===== config.mk =====
export PLATFORM = sky130hd
export DESIGN_NAME = hdaqi_div
export DESIGN_NICKNAME = d
export VERILOG_FILES = /design/src/rtl/hdaqi_pkg.sv /design/src/rtl/hdaqi_div.sv
export VERILOG_INCLUDE_DIRS = /design/src /design/src/rtl
export SDC_FILE = /design/constraint.sdc
export NUM_CORES = 1
export LEC_CHECK = 0
export BUFFER_PORTS_ARGS = -buffer_cell sky130_fd_sc_hd__buf_2
export CELL_PAD_IN_SITES_DETAIL_PLACEMENT = 1
export CELL_PAD_IN_SITES_GLOBAL_PLACEMENT = 2
export CORE_ASPECT_RATIO = 1.2
export CORE_UTILIZATION = 33
export CTS_CLUSTER_DIAMETER = 30
export DETAILED_ROUTE_END_ITERATION = 10
export PLACE_DENSITY = 0.75
export SETUP_SLACK_MARGIN = 0.5
export SKIP_LAST_GASP = 1
export SLEW_MARGIN = 20
export SYNTH_ARGS = -nofsm -noshare
export SYNTH_HDL_FRONTEND = slang
export SYNTH_SLANG_ARGS = --single-unit
export TNS_END_PERCENT = 30

===== constraint.sdc =====
create_clock -name clock -period 3.3 [get_ports clock]
set_clock_uncertainty 0.1 [all_clocks]
set_input_delay 0.825 -clock clock [delete_from_list [all_inputs] [get_ports clock]]
set_output_delay 0.825 -clock clock [all_outputs]
set_load 0.05 [all_outputs]

===== src/rtl/assert_macros.svh =====
// Assertion macros shared by the dust reporter modules.
`ifndef ASSERT_MACROS_SVH
`define ASSERT_MACROS_SVH
`ifndef SYNTHESIS
`define ASSERT_IMPLIES(label, clk, rst, a, b) \
   label: assert property (@(posedge clk) disable iff (rst) (a) |-> (b)) \
      else $error("assertion failed");
`define ASSERT_NEXT(label, clk, rst, a, b) \
   label: assert property (@(posedge clk) disable iff (rst) (a) |=> (b)) \
      else $error("assertion failed");
`else
`define ASSERT_IMPLIES(label, clk, rst, a, b)
`define ASSERT_NEXT(label, clk, rst, a, b)
`endif
`endif


===== src/rtl/hdaqi_pkg.sv =====
// Types, constants and segment tables for the hourly dust AQI reporter.
package hdaqi_pkg;
   localparam int SensorCountDefault = 256;
   localparam int MaxPerHourDefault  = 4095;
   localparam int SampleW = 14;
   localparam int SumW    = 25;
   localparam int HourW   = 5;
   localparam int SensorW = 8;
   localparam int AqiW    = 9;
   localparam int CatW    = 3;
   localparam int ProdW   = 32;
   // the rounding term pushes a saturated sum one bit past SumW
   localparam int DivW    = SumW + 1;

   localparam logic [0:0] CsrValidLow  = 1'b0;
   localparam logic [0:0] CsrValidHigh = 1'b1;
   localparam logic [0:0] KindSample   = 1'b0;
   localparam logic [0:0] KindFlush    = 1'b1;
   localparam logic [0:0] RptAverage   = 1'b0;
   localparam logic [0:0] RptOutlier   = 1'b1;

   typedef enum logic [2:0] {
      ST_IDLE, ST_READ, ST_DECIDE, ST_DIV, ST_MUL, ST_AQI, ST_OUT
   } state_type;

   typedef struct packed {
      logic start;
      logic [DivW-1:0] dividend;
      logic [DivW-1:0] divisor;
   } div_req_type;

   typedef struct packed {
      logic busy;
      logic done;
      logic [DivW-1:0] quotient;
   } div_rsp_type;

   function automatic logic [CatW-1:0] seg_of(input logic [SampleW-1:0] avg);
      logic [CatW-1:0] c;
      c = 3'd0;
      if (avg >= 14'd120)  c = 3'd1;
      if (avg >= 14'd355)  c = 3'd2;
      if (avg >= 14'd555)  c = 3'd3;
      if (avg >= 14'd1505) c = 3'd4;
      if (avg >= 14'd2505) c = 3'd5;
      if (avg >= 14'd3505) c = 3'd6;
      return c;
   endfunction

   function automatic logic [10:0] seg_slope(input logic [CatW-1:0] c);
      logic [10:0] s;
      case (c)
         3'd0:    s = 11'd1067;
         3'd1:    s = 11'd543;
         3'd2:    s = 11'd640;
         3'd3:    s = 11'd133;
         3'd4:    s = 11'd256;
         3'd5:    s = 11'd256;
         default: s = 11'd128;
      endcase
      return s;
   endfunction

   // ten times the offset plus half of the divisor
   function automatic logic [ProdW-1:0] seg_bias(input logic [CatW-1:0] c);
      logic [ProdW-1:0] b;
      case (c)
         3'd0:    b = 32'd1280;
         3'd1:    b = 32'd63900;
         3'd2:    b = 32'd30080;
         3'd3:    b = 32'd310480;
         3'd4:    b = 32'd128000;
         3'd5:    b = 32'd128000;
         default: b = 32'd576640;
      endcase
      return b;
   endfunction
endpackage


===== src/rtl/hdaqi_div.sv =====
// Bit-serial restoring divider, one quotient bit per cycle.
module hdaqi_div (
   input  logic                       clock,
   input  logic                       reset,
   input  hdaqi_pkg::div_req_type     req,
   output hdaqi_pkg::div_rsp_type     rsp
);
   import hdaqi_pkg::*;
   `include "assert_macros.svh"

   logic [DivW-1:0] rem_ff, rem_in;
   logic [DivW-1:0] quo_ff, quo_in;
   logic [DivW-1:0] dvs_ff, dvs_in;
   logic [$clog2(DivW+1)-1:0] cnt_ff, cnt_in;
   logic busy_ff, busy_in, done_ff, done_in;
   logic [DivW:0] trial;

   always_ff @(posedge clock) begin
      if (reset) begin
         busy_ff <= 1'b0;
         done_ff <= 1'b0;
         cnt_ff  <= '0;
      end else begin
         busy_ff <= busy_in;
         done_ff <= done_in;
         cnt_ff  <= cnt_in;
      end
      rem_ff <= rem_in;
      quo_ff <= quo_in;
      dvs_ff <= dvs_in;
   end

   always_comb begin
      rem_in  = rem_ff;
      quo_in  = quo_ff;
      dvs_in  = dvs_ff;
      cnt_in  = cnt_ff;
      busy_in = busy_ff;
      done_in = 1'b0;
      trial   = {rem_ff, quo_ff[DivW-1]} - {1'b0, dvs_ff};
      if (req.start) begin
         rem_in  = '0;
         quo_in  = req.dividend;
         dvs_in  = req.divisor;
         cnt_in  = ($clog2(DivW+1))'(DivW);
         busy_in = 1'b1;
      end else if (busy_ff) begin
         // shift in one dividend bit, keep the trial difference if it fits
         if (!trial[DivW]) begin
            rem_in = trial[DivW-1:0];
            quo_in = {quo_ff[DivW-2:0], 1'b1};
         end else begin
            rem_in = {rem_ff[DivW-2:0], quo_ff[DivW-1]};
            quo_in = {quo_ff[DivW-2:0], 1'b0};
         end
         cnt_in = cnt_ff - 1'b1;
         if (cnt_ff == ($clog2(DivW+1))'(1)) begin
            busy_in = 1'b0;
            done_in = 1'b1;
         end
      end
   end

   assign rsp.busy     = busy_ff;
   assign rsp.done     = done_ff;
   assign rsp.quotient = quo_ff;

   `ASSERT_NEXT(a_done_after_busy, clock, reset, done_ff, !busy_ff)
   `ASSERT_IMPLIES(a_cnt_idle, clock, reset, !busy_ff, cnt_ff == '0)
   `ASSERT_IMPLIES(a_nonzero_div, clock, reset, busy_ff, dvs_ff != '0)
endmodule


==> impl_metrics.py <==
metrics = {
    "outcome": {
        "run_status": "completed",
    },
    "clock_network": {
        "cts.root.buffer_cell": "sky130_fd_sc_hd__clkbuf_16",
        "cts_tree": "built",
        "ctsLongestPathBuffers": 2,
        "clk_pin_slew_worst_paths_ps": 70,
        "cts_hold_buf": 0,
        "htree_num_levels": 3,
        "clock_latency_ps": 350,
        "tritoncts_sinks": 85,
        "cts_inserted_buffers": 9,
    },
    "floorplanning": {
        "overall_die_area_mm2": 0.0153,
        "start_util_pct": 33.9,
        "ioPinCount": 83,
        "placementRows": 48,
        "fp.dieW_um": 113,
        "die_h_um": 135,
        "fp.coreArea_mm2": 0.0144,
    },
    "timing": {
        "max_clk_rate_mhz": 312,
        "hold_slack_ps": 373,
        "number_of_hold_violations_in_the_final_report": 0,
        "timing.final.setup_violations": 0,
        "final_min_period_over_clock_period_pct": 97.1,
        "finalWorstPathRequiredPeriod_ps": 3200,
        "timing_max_transition_violations_final": 0,
        "fin_ws_ps": 95.6,
        "worst_slew_margin_rel_pct": 55.7,
        "worst_pin_slew_ps": 662,
        "grt_setup_unrepaired": "yes",
    },
    "setup_path": {
        "cp_data_arrival_time_ps": 3210,
        "required_time_worst_endpoint_ps": 3310,
        "path_class": "reg -> reg",
        "setup.worst_path.end_class": "flop",
        "worst_r2r_path_depth": 13,
        "crit_fanout": 5,
        "start_kind": "flop",
    },
    "cells_and_area": {
        "final_nets": 639,
        "most-common-layout-cells": "sky130_fd_sc_hd__buf_2 (81), sky130_fd_sc_hd__edfxtp_1 (52), sky130_fd_sc_hd__nor2_1 (45)",
        "fillerInstances": 1622,
        "drive_gt1_share_pct": 31.1,
        "final_common_cell": "sky130_fd_sc_hd__buf_2",
        "antennaDiodeCount": 0,
        "areaGrowthSynthToFinish_pct": 24.3,
    },
    "grt": {
        "grt_first_pass_wirelength_mm": 20.1,
        "grt_util_all_layers_pct": 17.0,
        "antenna_violations_before_repair": 0,
        "grt_start_max_net_pins": 31,
        "overflow": 0,
        "vias_in_the_first_global_route": 4058,
    },
    "synth": {
        "yosys_warnings": 0,
        "post_synth_mux_area_share_pct": 10.5,
        "netlist_instances": 453,
        "synth_enable_flop_cells": 52,
        "synthesized_area_per_cell_um2": 10.8,
        "synth_area_in_compound_gates_pct": 15.0,
        "synth_simple_gate_area_share_pct": 10.6,
        "yosys.area_share.xor_xnor_pct": 5.05,
        "synth_top_area_share_pct": 32.0,
        "post_synth_fa_ha_maj_area_fraction_pct": 7.58,
        "asr_flop_ratio_synth_pct": 0,
        "yosys.area.top_type": "sky130_fd_sc_hd__edfxtp_1",
        "seq_area_frac_synth_pct": 45.5,
        "synth_flop_cell": "sky130_fd_sc_hd__edfxtp_1",
        "synth.ff_latch_count": 85,
        "synth_fp_nets": 537,
        "synth_top_family_by_area": "compound AO/OA/AOI/OAI gates",
        "post_synth_main_area_contributors": "sky130_fd_sc_hd__edfxtp_1 (32%), sky130_fd_sc_hd__dfxtp_1 (14%), sky130_fd_sc_hd__ha_1 (7.2%)",
        "post_synth_num_cell_types": 66,
        "mappedNetlistArea_mm2": 0.00488,
    },
    "hold_path": {
        "worstHoldPathType": "reg -> reg",
        "timing.hold.worst_path_depth": 2,
    },
    "route": {
        "ant_nets": 0,
        "drcViolationCount": 0,
        "detail_route.first_pass.iterations": 4,
        "initialDrtViolationCount": 107,
        "route.final.wire_length_mm": 12.3,
        "routed_wire_length_per_instance_um": 16.7,
        "viasPerCell": 5.20,
        "num_vias": 3820,
    },
    "placed_design": {
        "pre_cts_slack_ps": 11.4,
        "place.detailed.hpwl_mm": 8.61,
        "gp_routability_congestion": 0.800,
        "place.port_buffers": 82,
    },
    "pwr": {
        "max-vdd-ir-drop_uv": 259,
        "powerDensity_mw_per_mm2": 575,
        "power.static_leakage_uw": 0.00249,
    },
    "job": {
        "max-cap-violations": 0,
    },
}
-- sequential cells by signal (all words and copies together), names as in the netlist --
name	cells
busy_ff	1
cnt_ff	5
dvs_ff	26
rem_ff	26
done_ff	1
quo_ff	26
-- worst max-delay path: stages, from the launching register on --
cell                        delay, ps
sky130_fd_sc_hd__edfxtp_1         400
sky130_fd_sc_hd__inv_2             90
sky130_fd_sc_hd__ha_4             140
sky130_fd_sc_hd__inv_2             40
sky130_fd_sc_hd__fa_2             360
sky130_fd_sc_hd__a21oi_4          170
sky130_fd_sc_hd__o22ai_4          110
sky130_fd_sc_hd__a211oi_4         260
sky130_fd_sc_hd__nand4_2          170
sky130_fd_sc_hd__a311oi_4         360
sky130_fd_sc_hd__xnor2_4          180
sky130_fd_sc_hd__buf_12           170
sky130_fd_sc_hd__clkbuf_16        150
sky130_fd_sc_hd__mux2_2           260
-- layer usage --
metal | track usage, % | vias up | part of all wire [%]
met1 | 18.8 | 1864 | 42
li1 | - | 1854 | -
met2 | 30.8 | 84 | 51
met4 | 6.65 | 0 | 2.2
met5 | 0 | - | 0
met3 | 4.52 | 18 | 4.9
-- layout make-up --
class,instances,area (um2),area share (%)
clock buffers,10,239,3.94
multi-input cells,311,2440,40.1
clock inverters,6,92.6,1.52
well taps,175,219,3.61
flip-flops and latches,85,2220,36.6
inverters,38,143,2.35
repair buffers,110,721,11.9
-- cells by family (layout without fill, tap and decap cells) --
family / after synthesis / in the layout
AND/OR/NAND/NOR: 108 / 108
AO/OA/AOI/OAI: 100 / 100
flip-flops: 85 / 85
buffers and inverters: 57 / 164
multiplexers: 48 / 48
adder cells (fa/ha/maj): 29 / 29
XOR/XNOR: 26 / 26
-- path summary, 6_finish.rpt --
kind / from / endpoint / slack, ps
min reg2reg: rem_ff[12] / rem_ff[12] / 370
max: quo_ff[25] / quo_ff[0] / 100
min: rem_ff[12] / rem_ff[12] / 370
max reg2reg: quo_ff[25] / quo_ff[0] / 100
-- Yosys cell counts (11+ instances only) --
| library cell | n |
|---|---|
| sky130_fd_sc_hd__xnor2_1 | 14 |
| sky130_fd_sc_hd__mux2_2 | 26 |
| sky130_fd_sc_hd__xor2_1 | 11 |
| sky130_fd_sc_hd__a21oi_1 | 24 |
| sky130_fd_sc_hd__dfxtp_1 | 33 |
| sky130_fd_sc_hd__inv_1 | 38 |
| sky130_fd_sc_hd__nor2_1 | 45 |
| sky130_fd_sc_hd__mux2i_1 | 22 |
| sky130_fd_sc_hd__a211oi_1 | 18 |
| sky130_fd_sc_hd__edfxtp_1 | 52 |
| sky130_fd_sc_hd__ha_1 | 28 |
| sky130_fd_sc_hd__nand2_1 | 26 |
-- power breakdown --
group	internal, uW	total, uW	switching [uW]
Combinational	458	1050	594
Sequential	1240	1300	60.5
Clock	691	1140	451
-- stage by stage --
stage / cells / cell area, um2 / power (uW) / util [%] / setup TNS (ps)
after floorplan: 453 / 4900 / 2010 / - / -149
after global placement: 704 / 5500 / 2220 / 38.1 / 0
after detailed placement: 704 / 5500 / 2240 / 38.1 / 0
after CTS: 730 / 5960 / 3490 / 41.4 / 0
after global routing: 735 / 6070 / 3670 / 42.1 / -38.7
final: 735 / 6070 / 3490 / 42.1 / 0
-- timing repair --
item                       in CTS  in global routing
setup buffers                   8                  4
cloned                          2                  1
resized for setup               4                 11
pin swaps                       5                  3
setup endpoints to repair      27                 27
Power figures use the tool's default switching activity.
