<file path="src/rtl/assert_macros.svh">
// Assertion macros shared by the dust reporter modules.
`ifndef ASSERT_MACROS_SVH
`define ASSERT_MACROS_SVH
`ifndef SYNTHESIS
`define ASSERT_IMPLIES(label, clk, rst, a, b) \
   label: assert property (@(posedge clk) disable iff (rst) (a) |-> (b)) \
      else $error("assertion failed");
`define ASSERT_NEXT(label, clk, rst, a, b) \
   label: assert property (@(posedge clk) disable iff (rst) (a) |=> (b)) \
      else $error("assertion failed");
`else
`define ASSERT_IMPLIES(label, clk, rst, a, b)
`define ASSERT_NEXT(label, clk, rst, a, b)
`endif
`endif

</file>
<file path="src/rtl/hdaqi_ram.sv">
// Generic single-port RAM with registered read.
module hdaqi_ram #(
   parameter int Width = 8,
   parameter int Depth = 16
) (
   input  logic                     clock,
   input  logic                     wr_en,
   input  logic [$clog2(Depth)-1:0] addr,
   input  logic [Width-1:0]         wr_data,
   output logic [Width-1:0]         rd_data
);
   logic [Width-1:0] mem [Depth];
   logic [Width-1:0] rd_data_ff;

   always_ff @(posedge clock) begin
      if (wr_en) begin
         mem[addr] <= wr_data;
      end
      rd_data_ff <= mem[addr];
   end

   assign rd_data = rd_data_ff;
endmodule

</file>
<file path="config.mk">
export PLATFORM = sky130hd
export DESIGN_NAME = hdaqi_ram
export DESIGN_NICKNAME = d
export VERILOG_FILES = /design/src/rtl/assert_macros.svh /design/src/rtl/hdaqi_ram.sv
export SDC_FILE = /design/constraint.sdc
export NUM_CORES = 1
export LEC_CHECK = 0
export ABC_AREA = 1
export BUFFER_PORTS_ARGS = -buffer_cell sky130_fd_sc_hd__buf_4
export CORE_MARGIN = 2
export CORE_UTILIZATION = 28
export CTS_CLUSTER_DIAMETER = 150
export DETAILED_ROUTE_END_ITERATION = 12
export MAX_ROUTING_LAYER = met4
export PLACE_DENSITY = 0.5
export SLEW_MARGIN = 20
export SYNTH_ARGS = -nofsm -noshare
export SYNTH_HDL_FRONTEND = slang
export SYNTH_SLANG_ARGS = --single-unit
</file>
<file path="constraint.sdc">
create_clock -name clock -period 3.7 [get_ports clock]
set_input_delay 1.11 -clock clock [delete_from_list [all_inputs] [get_ports clock]]
set_output_delay 1.11 -clock clock [all_outputs]
set_load 0.01 [all_outputs]
</file>
==> results of run 1 <==
## synth_stat cells
master / n
clkinv_1: 1
nand3_1: 4
buf_4: 6
clkbuf_1: 3
dfxtp_1: 8
inv_1: 21
edfxtp_1: 128
buf_2: 12
inv_2: 1
nor2_1: 18
nand2_1: 346
## worst min-delay path, cell delays in order (launching register included)
cell and delay (ns):
edfxtp_1 0.32, nand2_1 0.05, nand2_1 0.05, nand2_1 0.04, nand2_1 0.05, nand2_1 0.04, nand2_1 0.05, inv_1 0.03
nand2_1 0.05
## power groups by stage
stage | Sequential [uW] | Clock [uW] | Combinational [uW]
2_1_floorplan | 1770 | 0 | 119
3_3_place_gp | 1760 | 0 | 221
3_5_place_dp | 1760 | 0 | 223
4_1_cts | 1730 | 1790 | 223
5_1_grt | 1730 | 1850 | 246
6_report | 1730 | 1750 | 218
## cells in the final DEF, fill, tap and decap left out, types with 2 or more instances in the layout
cell,Yosys,layout
nand2_1,346,346
edfxtp_1,128,128
buf_4,6,28
inv_1,21,21
nor2_1,18,18
clkbuf_16,0,17
dfxtp_1,8,8
nand3_1,4,4
bufinv_16,0,4
clkinvlp_4,0,4
clkinv_2,0,3
clkinv_1,1,2
## flip-flops by register name, indices dropped and copies added, names as in the netlist
| name | cells |
|---|---|
| mem | 128 |
| rd_data | 8 |
## worst max-delay path by stage
| stage | end | cells past startpoint | start | slack (ns) |
|---|---|---|---|---|
| 2_1_floorplan | mem[3][0] | 4 | addr[1] | 1.21 |
| 3_3_place_gp | mem[9][4] | 5 | addr[1] | 0.80 |
| 3_5_place_dp | mem[9][7] | 5 | addr[1] | 0.70 |
| 4_1_cts | mem[9][0] | 5 | addr[1] | 1.16 |
| 5_1_grt | mem[9][7] | 5 | addr[1] | 1.07 |
| 6_report | mem[9][6] | 5 | addr[1] | 1.17 |
## cell families after synthesis
family / count (synthesis) / synth area share [%]
flops: 136 / 71.59
buf+inv: 44 / 3.624
simple gates: 368 / 24.79
## area by class of cell
type	count	area, sq um
multi-input cells	368	1386
flip-flops and latches	136	4004
inverters	23	86.33
clock buffers	19	442.9
fillers	1990	12890
clock inverters	13	177.7
well taps	265	331.6
repair buffers	28	210.2
## metal layers
layer  global-route usage, %  routed length, um  vias up
met2                   20.33               6082       74
li1                        -                  -     1803
met4                   5.196                227        0
met3                   3.323                564       12
met1                   15.64               5793     1674
met5                       -                  0        -
## metrics by stage
stage          cell area (sq um)  utilization [%]  std cells  hold slack (ns)
2_1_floorplan               5593                -        548           0.6428
3_3_place_gp                6018            30.82        820           0.7241
3_5_place_dp                6018            30.82        820           0.7093
4_1_cts                     6639            34.00        852           0.7262
5_1_grt                     6639            34.00        852           0.8159
6_report                    6639            34.00        852           0.7128
==> flow_summary.yaml, run 1 <==
global_routing:
  grt_pass1_vias: 3509
  overflow: 0
  antenna_found_initial: 0
  grt_use_total_pct: 12.81
  grt_pass1_wl_um: 19550
  grt_max_degree: 48
floorplan:
  num_io_pins: 22
  die_h_um: 145.3
  die_area_sq_mm: 0.02112
  coreArea_sq_mm: 0.01953
  die_w_um: 145.3
  rows: 51
  start_util_pct: 28.64
worst_setup_path:
  crit_family: "simple AND/OR/NAND/NOR gates"
  required_ns: 3.74
  reg2reg_depth: 8
  r2r-start: "mem[5][3]"
  crit_chain: "buf_4, clkinv_1, buf_4, nand3_1, nor2_1"
  cp_data_arrival_time_ns: 2.58
  crit_path_top_delay_cell: "nor2_1"
  timing.rr.end: "rd_data[3]"
  crit_type: "input pin to flop"
  cpMostUsedCell: "buf_4"
  cp-end-kind: "flop"
  crit_path_start_kind: "input pin"
  slowest_delay_ns: 0.71
  cp_max_fo: 35
  r2r_slack_ns: 2.60
  path_buf_inv: 3
power:
  power_density_mw_per_mm2: 557.0
  total_power_uw: 3698
  p_seq_share_pct: 46.8
  p_switching_uw: 772.6
  p_sw_share_pct: 20.89
  leakage_uw: 0.002770
  vdd_ir_drop_max_v: 0.0003030
  combPwrFrac_pct: 5.9
  p_clk_share_pct: 47.3
  intPower_uw: 2925
logic_synthesis:
  ys_warn_count: 0
  synth_cell_types: 11
  synth_area_per_cell_sq_um: 10.21
  ys_seq_area_share_pct: 71.59
  syn_nets: 562
  syn_area_sq_mm: 0.005593
  syn-instance-count: 548
  synth-seq-cells: 136
  yosys.area.top_type_share_pct: 68.72
  synth_area_leader_cell: "edfxtp_1"
  synth.area.top_cells: "edfxtp_1, nand2_1, dfxtp_1, inv_1, nor2_1"
timing:
  tightest_slew_ns: 0.8380
  clock_skew_ns: 0.01460
  setup-violations-final: 0
  slew_viol_final: 0
  setup-tns-final_ns: 0
  rsz0062_at_grt: "false"
  finalWorstSetupSlack_ns: 1.165
  hold_viol: 0
  clock.fmax_mhz: 394.5
  layout_worst_path_cycle_share_pct: 68.51
  fin_crit_ns: 2.535
  relSlewSlack_pct: 43.92
clock_network:
  htree_levels: 4
  cts.sinks: 136
  cts_tree: "yes"
  clock_path_buffers: 2
  cts_made_buffers: 17
  post_cts_buffers: 0
  cts_root_buf: "clkbuf_16"
  clkTransAtPathRegs_ns: 0.06
  clock_latency_ns: 0.43
  cts_resized: 0
  hold_buffers: 0
finish:
  diodes: 0
  layout.nets: 588
  layout-drive-gt1-share_pct: 10.05
  syn2layout_area_growth_pct: 18.70
detailed_routing:
  dr.pass1.iters: 4
  drc: 0
  drtIter0Drc: 242
  drt_wl_total_um: 12670
  wl_per_cell_um: 14.87
  final_antenna_net_count: 0
  vias: 3563
  via_per_inst: 4.182
hold_path:
  worstHoldPathType: "flop to flop"
  worstHoldStart: "mem[9][4]"
  hold_path_depth: 8
  whs_endpoint: "rd_data[4]"
run:
  drv_cap: 0
outcome:
  outcome: "complete, no violations"
placement:
  preCtsSetupSlack_ns: 0.7012
  dpl.hpwl_um: 8288
  numPortBuffers: 21
  gp_congestion: 0.8340
(Power assumes the default switching activity.)
==> run 2, diff against run 1 <==
- clock period: 3.7 -> 2.6 ns (I/O delays scaled with it)
==> run 2 against run 1 <==
Effect of this change:
- non-clock buffer count rose by 16
- flip-flop and latch count did not move
- clock-buffer cell count fell by 2
- sequential share of layout area fell by 1.0 points
- largest power group is now registers
==> flow_summary.yaml, run 2 (same netlist as run 1, synthesis figures left out) <==
detailed_routing:
  drt_wl_total_um: 12990
  via_per_inst: 4.218
  final_antenna_net_count: 0
  vias: 3661
  drtIter0Drc: 262
  wl_per_cell_um: 14.96
  dr.pass1.iters: 5
  drc: 0
clock_network:
  clock_path_buffers: 2
  clock_latency_ns: 0.42
  htree_levels: 4
  cts_tree: "yes"
  cts.sinks: 136
  clkTransAtPathRegs_ns: 0.06
  cts_root_buf: "clkbuf_16"
  cts_resized: 0
  cts_made_buffers: 17
  hold_buffers: 0
  post_cts_buffers: 0
worst_setup_path:
  cpMostUsedCell: "nand2_1"
  cp_max_fo: 43
  cp_data_arrival_time_ns: 2.17
  slowest_delay_ns: 0.46
  crit_path_start_kind: "input pin"
  required_ns: 2.96
  crit_path_top_delay_cell: "buf_4"
  cp-end-kind: "flop"
  crit_type: "input pin to flop"
  crit_chain: "buf_4, buf_4, nand2_1, nand2_1, nand2_1, nand2_1, nand2_1, nand2_1, inv_1, nand2_1"
floorplan:
  coreArea_sq_mm: 0.01953
  rows: 51
  start_util_pct: 28.64
  num_io_pins: 22
  die_area_sq_mm: 0.02112
  die_h_um: 145.3
  die_w_um: 145.3
finish:
  final_common_cell: "nand2_1"
  stdcell_count: 868
  final_area_sq_mm: 0.006755
  syn2layout_area_growth_pct: 20.78
  regMostFlops: "mem"
  largest_reg_flops: 128
  layout-drive-gt1-share_pct: 12.60
  final_cell_mix: "nand2_1, edfxtp_1, buf_4"
  layout.nets: 604
  diodes: 0
  fillers: 1970
power:
  p_sw_share_pct: 22.16
  total_power_uw: 5210
  vdd_ir_drop_max_v: 0.0004612
  power_density_mw_per_mm2: 771.3
  p_switching_uw: 1154
  intPower_uw: 4056
  p_seq_share_pct: 47.3
  p_clk_share_pct: 46.5
  leakage_uw: 0.002843
  combPwrFrac_pct: 6.2
global_routing:
  grt_max_degree: 44
  grt_use_total_pct: 13.49
  antenna_found_initial: 0
  overflow: 0
  grt_pass1_vias: 3765
  grt_pass1_wl_um: 20590
timing:
  rsz0062_at_grt: "false"
  relSlewSlack_pct: 70.39
  slew_viol_final: 0
  hold_viol: 0
  clock.fmax_mhz: 554.5
  tightest_slew_ns: 0.4441
  layout_worst_path_cycle_share_pct: 69.37
  setup-violations-final: 0
  finalWorstSetupSlack_ns: 0.7964
  setup-tns-final_ns: 0
  fin_crit_ns: 1.804
  clock_skew_ns: 0.007074
run:
  drv_cap: 0
placement:
  postPlaceCellArea_sq_mm: 0.006151
  preCtsSetupSlack_ns: 0.3611
  numPortBuffers: 21
  gp_congestion: 0.8146
  dpl.hpwl_um: 8381
  dp.cells: 836
hold_path:
  worstHoldPathType: "flop to flop"
outcome:
  outcome: "complete, no violations"
==> run 2: cell count changes in the layout (fill, tap and decap cells not counted), sizes merged <==
cell | previous run | this run
buf | 28 | 44
bufinv | 4 | 3
clkinv | 5 | 6
clkinvlp | 4 | 6
clkbuf | 19 | 17
==> run 2: layer usage <==
| layer | up-vias | track usage (%) | share of wire [%] |
|---|---|---|---|
| met5 | - | - | 0 |
| met4 | 0 | 6.520 | 2.8 |
| met3 | 25 | 2.978 | 4.8 |
| met2 | 86 | 20.64 | 46 |
| met1 | 1718 | 17.03 | 47 |
| li1 | 1832 | - | - |
==> run 2: power groups by stage <==
stage	Clock [uW]	Sequential (uW)	Combinational [uW]
floorplan	0	2520	169
global route	2570	2470	367
detailed placement	0	2510	328
finish	2420	2460	321
CTS	2470	2460	329
global placement	0	2510	325
==> run 2: final timing paths <==
path	slack (ns)	end	start	cells past startpoint
min	0.72	rd_data[3]	mem[12][3]	8
max reg2reg	1.57	rd_data[7]	mem[5][7]	8
min reg2reg	0.72	rd_data[3]	mem[12][3]	8
max	0.80	rd_data[1]	addr[0]	10
==> run 2: worst max-delay path: cells and delay by family <==
family / cells / cell delay, ns
buffers and inverters: 3 / 0.78
AND/OR/NAND/NOR: 7 / 0.59
==> run 2: metrics by stage <==
stage / utilization, % / hold slack (ns)
6_report: 34.60 / 0.7217
5_1_grt: 34.60 / 0.7298
3_3_place_gp: 31.50 / 0.7219
2_1_floorplan: - / 0.6428
4_1_cts: 34.60 / 0.7209
3_5_place_dp: 31.50 / 0.7187
==> run 2: layout make-up <==
cell class,instances,area [sq um],share of cell area (%)
Clock buffer,17,425.4,6.297
Clock inverter,15,178.9,2.649
Inverter,23,86.33,1.278
Multi-Input combinational cell,368,1386,20.52
Sequential cell,136,4004,59.27
Tap cell,265,331.6,4.908
Timing Repair Buffer,44,342.8,5.075
==> run 3, diff against run 2 <==
- clock period: 2.6 -> 1.7 ns (I/O delays scaled with it)
==> run 3 against run 2 <==
Effect of this change:
- flip-flop and latch count unchanged
- non-clock buffer count up 5
- final cell count up 0.58%
- critical endpoint is now rd_data[0]
- wire length about the same
- worst hold slack worse by 0.27 ns
- register-to-register slack worse by 0.91 ns
==> flow_summary.yaml, run 3 (same netlist as run 1, synthesis figures left out) <==
placement:
  numPortBuffers: 21
  dpl.hpwl_um: 8696
  gp_congestion: 0.8283
  preCtsSetupSlack_ns: -0.06250
  dp.cells: 841
detailed_routing:
  drt_wl_total_um: 12990
  drc: 0
  final_antenna_net_count: 0
  vias: 3661
  wl_per_cell_um: 14.88
  via_per_inst: 4.194
  dr.pass1.iters: 5
  drtIter0Drc: 249
clock_network:
  cts.sinks: 136
  post_cts_buffers: 0
  clock_latency_ns: 0.42
  cts_root_buf: "clkbuf_16"
  cts_made_buffers: 17
  htree_levels: 4
  cts_tree: "yes"
  hold_buffers: 0
  clkTransAtPathRegs_ns: 0.06
  cts_resized: 0
  clock_path_buffers: 2
floorplan:
  die_w_um: 145.3
  num_io_pins: 22
  coreArea_sq_mm: 0.01953
  die_area_sq_mm: 0.02112
  die_h_um: 145.3
  rows: 51
  start_util_pct: 28.64
power:
  power_density_mw_per_mm2: 1132
  vdd_ir_drop_max_v: 0.0006428
  total_power_uw: 7832
  leakage_uw: 0.002899
timing:
  setup-tns-final_ns: 0
  rsz0062_at_grt: "false"
  finalWorstSetupSlack_ns: 0.2728
  relSlewSlack_pct: 73.84
  layout_worst_path_cycle_share_pct: 83.95
  setup-violations-final: 0
  hold_viol: 0
  tightest_slew_ns: 0.3913
  clock.fmax_mhz: 700.7
  slew_viol_final: 0
  clock_skew_ns: 0.01338
  fin_crit_ns: 1.427
finish:
  final_common_cell: "nand2_1"
  final_core_util_pct: 35.45
  stdcell_count: 873
  largest_reg_flops: 128
  final_cell_mix: "nand2_1, edfxtp_1, buf_4"
  layout.nets: 609
  layout-drive-gt1-share_pct: 14.97
  regMostFlops: "mem"
  fillers: 1985
  syn2layout_area_growth_pct: 23.76
  diodes: 0
worst_setup_path:
  r2r-start: "mem[13][1]"
  cp_max_fo: 1
  endpoint: "rd_data[0]"
  cp-end-kind: "primary output"
  crit_path_start_kind: "flop"
  crit_family: "flip-flops"
  path_buf_inv: 1
  slowest_delay_ns: 0.36
  cp_data_arrival_time_ns: 0.92
  timing.rr.end: "rd_data[1]"
  path_depth: 1
  reg2reg_depth: 8
  crit_path_top_delay_cell: "dfxtp_1"
  r2r_slack_ns: 0.66
  required_ns: 1.19
  crit_type: "flop to primary output"
  crit_chain: "buf_4"
  crit_path_start: "rd_data[0]"
global_routing:
  grt_pass1_wl_um: 20490
  antenna_found_initial: 0
  grt_pass1_vias: 3663
  grt_use_total_pct: 13.34
  grt_max_degree: 33
  overflow: 0
run:
  drv_cap: 0
outcome:
  outcome: "complete, no violations"
hold_path:
  worstHoldPathType: "input pin to flop"
==> run 3: area by class of cell <==
type / instances / area (sq um) / area share [%]
Multi-Input combinational cell: 368 / 1416 / 20.46
Timing Repair Buffer: 49 / 505.5 / 7.303
Clock buffer: 18 / 429.2 / 6.200
Sequential cell: 136 / 4004 / 57.85
Clock inverter: 14 / 148.9 / 2.151
Tap cell: 265 / 331.6 / 4.790
Inverter: 23 / 86.33 / 1.247
==> run 3: per-layer routing <==
layer  global-route usage (%)  share of wire (%)
met1                    16.68                 47
met2                    21.02                 49
met3                    3.542                3.5
met4                    4.657                1.1
met5                        -                  0
==> run 3: metrics by stage <==
step | hold WS (ns) | instance area, sq um
after floorplan | 0.6089 | 5623
after global placement | 0.7100 | 6344
after detailed placement | 0.7055 | 6344
after CTS | 0.4491 | 6922
after global routing | 0.4448 | 6922
final | 0.4518 | 6922
==> run 3: worst min path at each step <==
stage | startpoint | to | depth (start not counted) | slack, ns
6_report | wr_data[5] | mem[13][5] | 1 | 0.45
5_1_grt | wr_data[5] | mem[13][5] | 1 | 0.44
4_1_cts | wr_data[5] | mem[13][5] | 1 | 0.45
3_5_place_dp | mem[8][2] | rd_data[2] | 8 | 0.71
3_3_place_gp | mem[8][2] | rd_data[2] | 8 | 0.71
2_1_floorplan | wr_data[0] | mem[0][0] | 0 | 0.61
==> run 3: where the power goes <==
part,switching [uW],leakage (uW),internal (uW),total (uW)
combinational,342,0.00140,171,514
clock,1380,0.000276,2160,3550
sequential,21.8,0.00122,3750,3770
total,1750,0.00290,6080,7830
